===== src/cdq_pkg.sv =====
// Shared types, constants and helpers for the circular deque.
package cdq_pkg;

  // Ring geometry
  localparam int DEPTH  = 64;
  localparam int ADDR_W = $clog2(DEPTH);
  localparam int CNT_W  = $clog2(DEPTH + 1);
  localparam int MOD_W  = $clog2(DEPTH + 2);
  localparam int DATA_W = 32;
  localparam int OUT_CNT_W = 7;
  localparam int STEP_W = $clog2(DATA_W);

  localparam logic [ADDR_W-1:0] LAST_SLOT = ADDR_W'(DEPTH - 1);
  localparam logic [CNT_W-1:0]  FULL_CNT  = CNT_W'(DEPTH);
  localparam logic [ADDR_W:0]   DEPTH_X   = (ADDR_W + 1)'(DEPTH);
  localparam logic [STEP_W-1:0] LAST_STEP = STEP_W'(DATA_W - 1);

  typedef logic signed [DATA_W-1:0] data_t;
  typedef logic [ADDR_W-1:0]        addr_t;
  typedef logic [CNT_W-1:0]         count_t;
  typedef logic [MOD_W-1:0]         mod_t;

  // Operation codes
  typedef enum logic [2:0] {
    OP_PUSH_FRONT = 3'd0,
    OP_PUSH_BACK  = 3'd1,
    OP_POP_FRONT  = 3'd2,
    OP_POP_BACK   = 3'd3,
    OP_FIND       = 3'd4,
    OP_CREATE     = 3'd5
  } op_t;

  // Result status codes
  typedef enum logic [1:0] {
    ST_OK    = 2'd0,
    ST_FULL  = 2'd1,
    ST_EMPTY = 2'd2
  } status_t;

  // (a + b) mod DEPTH for a, b below DEPTH
  function automatic addr_t wrap_add(input addr_t a, input addr_t b);
    logic [ADDR_W:0] s;
    s = {1'b0, a} + {1'b0, b};
    if (s >= DEPTH_X) s = s - DEPTH_X;
    return s[ADDR_W-1:0];
  endfunction

endpackage


===== src/cdq_if.sv =====
// Valid/ready channel interfaces for deque commands and results.
interface cdq_in_if;
  import cdq_pkg::*;
  logic       valid;
  logic       ready;
  logic [2:0] operation;
  data_t      value;
  data_t      offset;
  modport source (output valid, operation, value, offset, input ready);
  modport sink   (input valid, operation, value, offset, output ready);
endinterface

interface cdq_out_if;
  import cdq_pkg::*;
  logic                 valid;
  logic                 ready;
  data_t                read_value;
  logic [1:0]           status;
  logic [OUT_CNT_W-1:0] entry_count;
  modport source (output valid, read_value, status, entry_count, input ready);
  modport sink   (input valid, read_value, status, entry_count, output ready);
endinterface


===== src/circular_deque_with_offset_read.sv =====
// Top level of the bounded circular deque with offset read.
//
// A bounded deque of up to 64 entries kept in a RAM ring around a head value.
// Push, pop and create are accepted, then their result goes from an emit state
// to the output register. Find runs a one-bit-per-cycle restoring divider that
// reduces the offset modulo count+1; a lookup state forms the ring index, and a
// fetch state reads a non-head entry through the registered port. The block takes
// one transaction at a time; a finished result sits in an output register, so
// the next command is accepted while the previous result waits to be taken.
// The store needs no clearing after reset.
module circular_deque_with_offset_read (
  input logic   clk,
  input logic   rst_n,
  cdq_in_if.sink    in_ch,
  cdq_out_if.source out_ch
);
  import cdq_pkg::*;

  typedef enum logic [4:0] {
    S_IDLE  = 5'b00001,
    S_DIV   = 5'b00010,
    S_LOOK  = 5'b00100,
    S_FETCH = 5'b01000,
    S_EMIT  = 5'b10000
  } state_t;

  state_t      state_r, state_nxt;
  addr_t       front_r, front_nxt;
  count_t      count_r, count_nxt;
  data_t       head_r, head_nxt;
  // divider
  logic [DATA_W-1:0] dvd_r, dvd_nxt;
  mod_t        rem_r, rem_nxt;
  logic [STEP_W-1:0] step_r, step_nxt;
  logic        neg_r, neg_nxt;
  // pending result
  data_t       res_value_r, res_value_nxt;
  status_t     res_status_r, res_status_nxt;
  // output register
  logic        out_valid_r, out_valid_nxt;
  data_t       out_value_r, out_value_nxt;
  status_t     out_status_r, out_status_nxt;
  logic [OUT_CNT_W-1:0] out_count_r, out_count_nxt;

  logic        accept;
  logic        emit_go;
  mod_t        modulus;
  logic [MOD_W:0] trial;
  mod_t        pos;
  mod_t        pos_m1;
  logic [CNT_W+OUT_CNT_W-1:0] count_ext;
  logic        ram_we;
  addr_t       ram_waddr;
  addr_t       ram_raddr;
  data_t       ram_rdata;
  logic [DATA_W-1:0] off_mag;

  cdq_ram #(.WIDTH(DATA_W), .DEPTH(DEPTH)) u_store (
    .clk   (clk),
    .we    (ram_we),
    .waddr (ram_waddr),
    .wdata (in_ch.value),
    .raddr (ram_raddr),
    .rdata (ram_rdata)
  );

  // Handshake and shared datapath terms
  assign in_ch.ready = (state_r == S_IDLE);
  assign accept      = in_ch.valid && in_ch.ready;
  assign emit_go     = !out_valid_r || out_ch.ready;
  assign modulus     = MOD_W'(count_r) + MOD_W'(1);
  assign trial       = {rem_r, dvd_r[DATA_W-1]};
  assign pos         = (neg_r && (rem_r != '0)) ? (modulus - rem_r) : rem_r;
  assign pos_m1      = pos - MOD_W'(1);
  assign ram_raddr   = wrap_add(front_r, pos_m1[ADDR_W-1:0]);
  assign count_ext   = {{OUT_CNT_W{1'b0}}, count_r};
  assign off_mag     = in_ch.offset[DATA_W-1] ? (~in_ch.offset + DATA_W'(1))
                                              : in_ch.offset;

  // Sequencer and next-state logic
  always_comb begin
    state_nxt      = state_r;
    front_nxt      = front_r;
    count_nxt      = count_r;
    head_nxt       = head_r;
    dvd_nxt        = dvd_r;
    rem_nxt        = rem_r;
    step_nxt       = step_r;
    neg_nxt        = neg_r;
    res_value_nxt  = res_value_r;
    res_status_nxt = res_status_r;
    out_valid_nxt  = out_valid_r && !out_ch.ready;
    out_value_nxt  = out_value_r;
    out_status_nxt = out_status_r;
    out_count_nxt  = out_count_r;
    ram_we         = 1'b0;
    ram_waddr      = (front_r == '0) ? LAST_SLOT : (front_r - ADDR_W'(1));

    unique case (state_r)
      S_IDLE: begin
        if (accept) begin
          res_value_nxt  = '0;
          res_status_nxt = ST_OK;
          state_nxt      = S_EMIT;
          unique case (in_ch.operation)
            OP_PUSH_FRONT: begin
              if (count_r == FULL_CNT) begin
                res_status_nxt = ST_FULL;
              end else begin
                ram_we    = 1'b1;
                front_nxt = ram_waddr;
                count_nxt = count_r + CNT_W'(1);
              end
            end
            OP_PUSH_BACK: begin
              ram_waddr = wrap_add(front_r, count_r[ADDR_W-1:0]);
              if (count_r == FULL_CNT) begin
                res_status_nxt = ST_FULL;
              end else begin
                ram_we    = 1'b1;
                count_nxt = count_r + CNT_W'(1);
              end
            end
            OP_POP_FRONT: begin
              if (count_r == '0) begin
                res_status_nxt = ST_EMPTY;
              end else begin
                front_nxt = wrap_add(front_r, ADDR_W'(1));
                count_nxt = count_r - CNT_W'(1);
              end
            end
            OP_POP_BACK: begin
              if (count_r == '0) res_status_nxt = ST_EMPTY;
              else count_nxt = count_r - CNT_W'(1);
            end
            OP_FIND: begin
              dvd_nxt   = off_mag;
              rem_nxt   = '0;
              step_nxt  = '0;
              neg_nxt   = in_ch.offset[DATA_W-1];
              state_nxt = S_DIV;
            end
            OP_CREATE: begin
              count_nxt = '0;
              front_nxt = '0;
              head_nxt  = in_ch.value;
            end
            default: ;
          endcase
        end
      end
      // One restoring step per cycle: remainder of |offset| by count+1
      S_DIV: begin
        if (trial >= {1'b0, modulus}) rem_nxt = MOD_W'(trial - {1'b0, modulus});
        else rem_nxt = trial[MOD_W-1:0];
        dvd_nxt  = {dvd_r[DATA_W-2:0], 1'b0};
        step_nxt = step_r + STEP_W'(1);
        if (step_r == LAST_STEP) state_nxt = S_LOOK;
      end
      // Ring position 0 is the head; others come from the store
      S_LOOK: begin
        if (pos == '0) begin
          res_value_nxt = head_r;
          state_nxt     = S_EMIT;
        end else begin
          state_nxt = S_FETCH;
        end
      end
      S_FETCH: begin
        res_value_nxt = ram_rdata;
        state_nxt     = S_EMIT;
      end
      S_EMIT: begin
        if (emit_go) begin
          out_valid_nxt  = 1'b1;
          out_value_nxt  = res_value_r;
          out_status_nxt = res_status_r;
          out_count_nxt  = count_ext[OUT_CNT_W-1:0];
          state_nxt      = S_IDLE;
        end
      end
      default: state_nxt = S_IDLE;
    endcase
  end

  // Control state
  always_ff @(posedge clk) begin
    if (!rst_n) begin
      state_r     <= S_IDLE;
      front_r     <= '0;
      count_r     <= '0;
      head_r      <= '0;
      out_valid_r <= 1'b0;
    end else begin
      state_r     <= state_nxt;
      front_r     <= front_nxt;
      count_r     <= count_nxt;
      head_r      <= head_nxt;
      out_valid_r <= out_valid_nxt;
    end
  end

  // Datapath and payload registers
  always_ff @(posedge clk) begin
    dvd_r        <= dvd_nxt;
    rem_r        <= rem_nxt;
    step_r       <= step_nxt;
    neg_r        <= neg_nxt;
    res_value_r  <= res_value_nxt;
    res_status_r <= res_status_nxt;
    out_value_r  <= out_value_nxt;
    out_status_r <= out_status_nxt;
    out_count_r  <= out_count_nxt;
  end

  assign out_ch.valid       = out_valid_r;
  assign out_ch.read_value  = out_value_r;
  assign out_ch.status      = out_status_r;
  assign out_ch.entry_count = out_count_r;

`ifndef SYNTHESIS
  // Count never exceeds the ring depth
  a_count_bound: assert property (@(posedge clk) disable iff (!rst_n)
    count_r <= FULL_CNT)
    else $error("entry count above depth");

  // A push onto a full ring leaves the count alone
  a_full_push: assert property (@(posedge clk) disable iff (!rst_n)
    (accept && count_r == FULL_CNT &&
     (in_ch.operation == OP_PUSH_FRONT || in_ch.operation == OP_PUSH_BACK))
    |=> count_r == $past(count_r))
    else $error("push on full ring changed count");

  // Divider remainder stays below the modulus
  a_rem_range: assert property (@(posedge clk) disable iff (!rst_n)
    state_r == S_DIV |-> rem_r < modulus)
    else $error("divider remainder out of range");

  // A store fetch only follows the lookup step
  a_fetch_order: assert property (@(posedge clk) disable iff (!rst_n)
    state_r == S_FETCH |-> $past(state_r) == S_LOOK)
    else $error("store fetch without lookup");
`endif

endmodule


===== src/cdq_ram.sv =====
// Generic simple dual-port RAM with registered read data.
module cdq_ram #(
  parameter int WIDTH = 32,
  parameter int DEPTH = 64
) (
  input  logic                     clk,
  input  logic                     we,
  input  logic [$clog2(DEPTH)-1:0] waddr,
  input  logic [WIDTH-1:0]         wdata,
  input  logic [$clog2(DEPTH)-1:0] raddr,
  output logic [WIDTH-1:0]         rdata
);

  logic [WIDTH-1:0] mem [DEPTH];
  logic [WIDTH-1:0] rdata_r;

  always_ff @(posedge clk) begin
    if (we) mem[waddr] <= wdata;
    rdata_r <= mem[raddr];
  end

  assign rdata = rdata_r;

endmodule


===== src/flat_wrapper.sv =====
// flat-port wrapper written by rule: the top's interface ports become plain ports
module circular_deque_with_offset_read_flat import cdq_pkg::*;
  (clk, rst_n, in_ch_valid, in_ch_operation, in_ch_value, in_ch_offset, in_ch_ready, out_ch_valid, out_ch_read_value, out_ch_status, out_ch_entry_count, out_ch_ready);
  cdq_in_if in_ch_i ();
  cdq_out_if out_ch_i ();
  input logic clk;
  input logic rst_n;
  input wire logic [$bits(in_ch_i.valid)-1:0] in_ch_valid;
  input wire logic [$bits(in_ch_i.operation)-1:0] in_ch_operation;
  input wire logic [$bits(in_ch_i.value)-1:0] in_ch_value;
  input wire logic [$bits(in_ch_i.offset)-1:0] in_ch_offset;
  output wire logic [$bits(in_ch_i.ready)-1:0] in_ch_ready;
  output wire logic [$bits(out_ch_i.valid)-1:0] out_ch_valid;
  output wire logic [$bits(out_ch_i.read_value)-1:0] out_ch_read_value;
  output wire logic [$bits(out_ch_i.status)-1:0] out_ch_status;
  output wire logic [$bits(out_ch_i.entry_count)-1:0] out_ch_entry_count;
  input wire logic [$bits(out_ch_i.ready)-1:0] out_ch_ready;
  assign in_ch_i.valid = in_ch_valid;
  assign in_ch_i.operation = in_ch_operation;
  assign in_ch_i.value = in_ch_value;
  assign in_ch_i.offset = in_ch_offset;
  assign in_ch_ready = in_ch_i.ready;
  assign out_ch_valid = out_ch_i.valid;
  assign out_ch_read_value = out_ch_i.read_value;
  assign out_ch_status = out_ch_i.status;
  assign out_ch_entry_count = out_ch_i.entry_count;
  assign out_ch_i.ready = out_ch_ready;
  circular_deque_with_offset_read u_core (.clk(clk), .rst_n(rst_n), .in_ch(in_ch_i), .out_ch(out_ch_i));
endmodule

===== config.mk =====
export PLATFORM = sky130hd
export DESIGN_NAME = circular_deque_with_offset_read_flat
export DESIGN_NICKNAME = d
export VERILOG_FILES = /design/src/cdq_pkg.sv /design/src/cdq_if.sv /design/src/circular_deque_with_offset_read.sv /design/src/cdq_ram.sv /design/src/flat_wrapper.sv
export SDC_FILE = /design/constraint.sdc
export NUM_CORES = 2
export LEC_CHECK = 0
export BUFFER_PORTS_ARGS = -buffer_cell sky130_fd_sc_hd__clkbuf_2
export CORE_MARGIN = 4
export CORE_UTILIZATION = 45
export CTS_BUF_LIST = sky130_fd_sc_hd__clkbuf_4 sky130_fd_sc_hd__clkbuf_8 sky130_fd_sc_hd__clkbuf_16
export DETAILED_ROUTE_END_ITERATION = 6
export PLACE_DENSITY = 0.72
export SYNTH_ARGS = -nofsm -noshare
export SYNTH_HDL_FRONTEND = slang
export SYNTH_SLANG_ARGS = --single-unit

===== constraint.sdc =====
create_clock -name clk -period 5.6 [get_ports clk]
set_clock_uncertainty 0.2 [all_clocks]
set_input_delay 0.28 -clock clk [delete_from_list [all_inputs] [get_ports clk]]
set_output_delay 0.28 -clock clk [all_outputs]
set_load 0.01 [all_outputs]

[Word level (Yosys, flattened, before mapping)]
Memories as Yosys holds them, arrays and structs flattened. A register that Yosys moved wholly into a read port is not among the register bits.
Index checks and enable logic that the tools add are counted.
Storage, ports and cells
  bits in writable memories: 2048
  output and inout bits: 43
  logic and storage cells: 126
  register bits: 171
  memories: 1
  input port bits: 71
Memory list
  u_core.u_store.mem: words 64, width 32, read ports 1, clocked after Yosys merged registers in 1, wr ports 1, RTL line cdq_ram.sv:14  | logic [WIDTH-1:0] mem [DEPTH];
Operators by class
  magnitude comparators: 4
  bitwise gates (word level): 1
  equal/unequal tests: 21
  add/subtract/negate cells: 14
  multiplexer cells: 45
  reduce and logical (&&, ||, !) cells: 26
Operator list (count)
  32-bit 2-to-1 mux: 5
  32-bit one-hot mux with 3 select lines: 1
  32-bit one-hot mux with 2 select lines: 1
  6-bit 2-to-1 mux: 9
  7-bit 2-to-1 mux: 6
  5-bit 2-to-1 mux: 7
  32-bit by 2-bit adder with 32-bit output, second input constant: 1
  32-bit NOT: 1
  6-bit by 1-bit subtractor with 6-bit output, second input constant: 5
  5-bit one-hot mux with 5 select lines: 1
  7-bit >= comparator, second input constant: 3
  7-bit one-hot mux with 3 select lines: 1
  6-bit one-hot mux with 3 select lines: 1
  3-bit AND reduction: 5
  6-bit by 6-bit adder with 7-bit output: 2
  7-bit logical NOT: 2
  7-bit one-hot mux with 2 select lines: 1
  7-bit subtractor: 2
  2-bit != test, second input constant: 6
  5-bit equality test, second input constant: 2
  5-bit one-hot mux with 2 select lines: 1
  5-bit AND reduction: 2
  1-bit 2-to-1 mux: 9
  3-bit nonzero test: 3
  25 further kinds: 34

[Longest topological paths before layout]
  word-level depth: 7
  depth in mapped cells: 20

[By module]
A second synthesis with hierarchy kept.
Second synthesis, totals
  cell total of the unflattened synthesis: 4179
  area total of the unflattened synthesis: 87348.8 µm²
Modules (own cells, without submodules)
  cdq_ram: times used 1, cells an instance 3324, area an instance 78517.8 µm²
  circular_deque_with_offset_read: times used 1, cells an instance 855, area an instance 8831.0 µm²

[Worst setup path before layout]
OpenSTA, ideal clock, no wires.
  kind: register to register
  from: register u_core.count_r[2]
  to: register u_core.res_value_r[0], enable pin
  setup time: 470 ps
  clock period less this slack: 5539 ps
  arrival: 4869 ps
  required time: 4930 ps
  buffers on the path: 1
  stages on the path, launching flop included: 13
  slack: 61 ps
  cell sequence: dfxtp_1 > clkbuf_1 > nand3_1 > xor2_1 > inv_1 > ha_1 > and3_1 > o311a_1 > a211oi_1 > nand3b_1 > xor2_1 > nand4bb_1 > a211oi_1
Between the ends
  word-level cells in the longest chain between the ends: 6
Ends and longest elaborated chain
  from (decl): RTL line circular_deque_with_offset_read.sv:29  | count_t count_r, count_nxt;
  from (signal assigned): RTL line circular_deque_with_offset_read.sv:197  | count_r <= count_nxt;
  7-bit by 1-bit adder with 7-bit output: RTL line circular_deque_with_offset_read.sv:71  | assign modulus = MOD_W'(count_r) + MOD_W'(1);
  7-bit subtractor: RTL line circular_deque_with_offset_read.sv:73  | assign pos = (neg_r && (rem_r != '0)) ? (modulus - rem_r) : rem_r;
  7-bit 2-to-1 mux: RTL line circular_deque_with_offset_read.sv:73
  7-bit logical NOT: RTL line circular_deque_with_offset_read.sv:162  | if (pos == '0) begin
  2-bit by 1-bit != test with 1-bit output (no source line)
  3-bit AND reduction (no source line)
  to (signal assigned): RTL line circular_deque_with_offset_read.sv:209  | res_value_r <= res_value_nxt;
  to (decl): RTL line circular_deque_with_offset_read.sv:37  | data_t res_value_r, res_value_nxt;
No other way between the ends.
A chain may end at the register's enable or synchronous reset.

[Worst setup path in the final report]
  from: register u_core.rem_r[1]
  to: register u_core.u_store.rdata_r[30] (netlist: u_core.u_store.rdata[30]) (read register of u_core.u_store.mem)
Between the ends
  word-level cells in the longest chain between the ends: 7
  elaborated cells on any way between the ends: 9
Ends and longest elaborated chain
  from (decl): RTL line circular_deque_with_offset_read.sv:33  | mod_t rem_r, rem_nxt;
  from (signal assigned): RTL line circular_deque_with_offset_read.sv:206  | rem_r <= rem_nxt;
  branches (longest 2 deep; another with 7-bit subtractor)
  7-bit 2-to-1 mux *: RTL line circular_deque_with_offset_read.sv:73
  6-bit by 1-bit subtractor with 6-bit output *: RTL line circular_deque_with_offset_read.sv:74  | assign pos_m1 = pos - MOD_W'(1);
  6-bit by 6-bit adder with 7-bit output *: RTL line cdq_pkg.sv:43  | s = {1'b0, a} + {1'b0, b};
  6-bit by 1-bit subtractor with 6-bit output / 7-bit >= comparator (equally long branches): RTL line cdq_pkg.sv:44  | if (s >= DEPTH_X) s = s - DEPTH_X;
  6-bit 2-to-1 mux *: RTL line cdq_pkg.sv:44
  to (decl): RTL line cdq_ram.sv:15  | logic [WIDTH-1:0] rdata_r;
Every way passes the cells marked *.

==> flow_summary_export.csv <==
group,metric,value,unit
timing,tightest_slew,1350,ps
clock_tree,cts.sinks,2251,
floorplanning,die_x,448,um
floorplanning,dieArea,0.201,mm^2
clock_tree,cts_setup_buffers,0,
floorplanning,die_h,448,um
synthesis,ys_seq_area_share,76.5,%
clock_tree,htreeDepth,4,
clock_tree,clock_latency,880,ps
synthesis,synth_cells,3907,
drt,dr.pass1.iters,6,
layout,fin_util,52.8,%
synthesis,synth_warnings,0,
worst_setup_path,r2r_end,"u_core.u_store.rdata[30]",
drt,drtIter0Drc,5792,
synthesis,synth_top_area_share,74.6,%
worst_setup_path,startpoint_type,"register",
layout,layout-drive-gt1-share,32.1,%
timing,hold_viol_final,0,
drt,wirelength,220000,um
synthesis,netlist_area,0.0872,mm^2
placed_design,dp_cells,6590,
placed_design,dp_slack,85.5,ps
clock_tree,cts_buffers,211,
drt,vias,43300,
synthesis,synth_nets,4013,
worst_setup_path,critPathLaunch,"u_core.rem_r[1]",
worst_setup_path,critPathMaxFanout,28,
layout,layout.cells.non_filler,7087,
clock_tree,cts_buffer_depth,3,
drt,viasPerCell,6.11,
synthesis,ys.flop_type,"edfxtp_1",
timing,finalCritPeriodShare,98.0,%
timing,period_needed,5490,ps
power,vdd_drop_max,0.325,mV
timing,max_clock_freq,182,MHz
worst_setup_path,path_class,"register to register",
worst_setup_path,reg2reg_from,"u_core.rem_r[1]",
worst_setup_path,r2r_slack,110,ps
floorplanning,ios,114,
placed_design,port_buffers,113,
timing,rsz0062_at_grt,"false",
global_routing,grt_use_total,22.0,%
power,p_per_area,461,mW/mm^2
worst_setup_path,required,6140,ps
worst_setup_path,end_kind,"register",
min_path,hold_path_class,"input port to register",
global_routing,grt_pass1_vias,43600,
synthesis,avgSynthCellArea,22.3,um^2
clock_tree,clk_pin_slew_worst_paths,70,ps
status,outcome,"finished clean",
placed_design,place_congestion,0.810,
timing,slew_violations,0,
clock_tree,tritoncts,"yes",
timing,fin_setup_tns,0,ps
synthesis,synthArstFlopShare,0,%
clock_tree,root_buffer,"clkbuf_16",
power,p_total,46.9,mW
worst_setup_path,slowest_delay,830,ps
drt,drc,0,
timing,setup_viol,0,
layout,areaGrowthSynthToFinish,16.6,%
drt,wire_per_inst,31.1,um
synthesis,ys_seq_elements,2251,
global_routing,grt-ovfl-total,0,
synthesis,synth-edff-count,2168,
floorplanning,rows,161,
global_routing,grt_pass1_wl,317000,um
floorplanning,start_util,45.3,%
worst_setup_path,path_cells,"or4_4 > nor4_4 > or2b_2 > nor2_1 > a21oi_1 > ha_1 > fa_4 > buf_12 > buf_12 > buf_4 > mux4_2 > mux4_2 > mux2i_1 > mux2i_1",
timing,worst_slack,110,ps
worst_setup_path,reg2regPathDepth,14,
worst_setup_path,cp.arrival,6030,ps
synthesis,synth_cell_types,64,
layout,nets,4478,
worst_setup_path,endpoint,"u_core.u_store.rdata[30]",
synthesis,synth_top_area_cell,"edfxtp_1",
global_routing,antenna_found_initial,5,
global_routing,grt_max_degree,79,
synthesis,synth.area.top_cells,"edfxtp_1 (75%), mux4_2 (17%), dfxtp_1 (1.9%)",
drt,ant_nets,0,
timing,slew_headroom,10.1,%
run,cap_violations,0,
placed_design,post-dp-hpwl,120000,um
worst_setup_path,cpMaxStageDelayCell,"fa_4",
floorplanning,core_area,0.193,mm^2
power,power.leakage,32.6,nW
-- placed cells by master (no fill, tap or decap), drive strengths merged, types with 37 or more instances in the layout --
cell type,count
clkinv,87
buf,240
dlygate4sd3,94
mux2i,104
dfxtp,83
nor2,149
nand2,101
edfxtp,2168
mux4,640
clkbuf,390
a21oi,90
o21ai,39
inv,37
xor2,40
-- critical path, delay by kind of cell (launching register included) --
kind,cells,cell delay [ps]
buffers and inverters,3,880
AND/OR/NAND/NOR,4,1110
flip-flops,1,460
multiplexers,4,1230
adder cells (fa/ha/maj),2,1150
AO/OA/AOI/OAI,1,270
-- synth_stat cells (5+ instances only) --
cell and n:
a21oi_1 90, o31ai_1 8, dfxtp_1 83, ha_1 31
mux4_2 640, nor3_1 17, o21ai_0 38, o21a_1 7
clkbuf_1 132, xor2_1 39, a22o_1 32, nand2b_1 8
xnor2_1 20, buf_2 14, buf_1 45, inv_1 34
o211ai_1 10, nand3_1 22, or3_1 6, and2_1 7
edfxtp_1 2168, mux2i_1 104, and3_1 6, nor2_1 149
a211oi_1 8, o41ai_1 5, o22ai_1 5, a21o_1 6
a22oi_1 5, nor2b_1 10, nand2_1 101
-- timing repair --
| item | CTS | global route |
|---|---|---|
| resized for setup | 0 | 5 |
| hold endpoints to repair | 1637 | 65 |
| setup endpoints to repair | 0 | 5 |
| hold buffers | 93 | 1 |
-- sequential cells by signal (all words and copies together) (netlist names), 6 cells and up --
signal,cells
u_core.count_r,7
u_core.head_r,32
u_core.dvd_r,32
u_core.u_store.mem,2048
u_core.out_ch.entry_count,7
u_core.out_ch.read_value,32
u_core.u_store.rdata,32
u_core.rem_r,7
u_core.res_value_r,32
u_core.front_r,6
-- worst min-delay path by stage --
stage | startpoint | to | slack [ps] | cells after the start
finish | in_ch_offset[0] | u_core.dvd_r[0] | 110 | 3
CTS | in_ch_offset[0] | u_core.dvd_r[0] | 40 | 3
floorplan | in_ch_offset[31] | u_core.neg_r | 180 | 0
detailed placement | u_core.res_value_r[19] | u_core.out_ch.read_value[19] | 200 | 0
global route | rst_n | u_core.state_r[3] | 110 | 3
global placement | u_core.res_value_r[19] | u_core.out_ch.read_value[19] | 200 | 0
-- report_power, final --
part | internal, mW | switching (mW) | leakage (nW)
clock network | 8.55 | 6.39 | 3.67
registers | 18.9 | 0.255 | 20.2
logic | 6.16 | 6.59 | 8.73
-- per-layer routing --
layer  share of wire, %  global-route usage [%]  vias to the layer above  wire [um]
met2                 49                    35.5                     2520     107000
met3                9.5                    4.03                      354      20900
li1                   -                       -                    17400          -
met5              0.016                       0                        -         36
met4                3.6                    7.81                        6       7820
met1                 38                    30.6                    23100      84000
-- metrics by stage --
stage,hold WS (ps),area [um^2]
after global placement,202,93300
after detailed placement,205,93300
after global routing,110,102000
after CTS,44.1,102000
after floorplan,179,87200
final,114,102000
-- cells by family after synthesis --
logic type	after synthesis	share of synthesized area [%]
AND/OR/NAND/NOR	355	1.84
multiplexers	747	17.8
AO/OA/AOI/OAI	230	1.68
flip-flops	2251	76.5
adder cells (fa/ha/maj)	35	0.536
buffers and inverters	228	1.03
XOR/XNOR	61	0.638
-- layout make-up --
class / count / area [um^2]
antenna: 1 / 2.50
clock buffer: 278 / 5920
clock inverter: 123 / 1520
fill: 14300 / 90800
inverter: 34 / 128
multi-input combinational: 1428 / 20200
sequential: 2251 / 66800
tap: 2526 / 3160
timing repair buffer: 446 / 4080
Note: power is estimated with default switching activity, not from simulation.
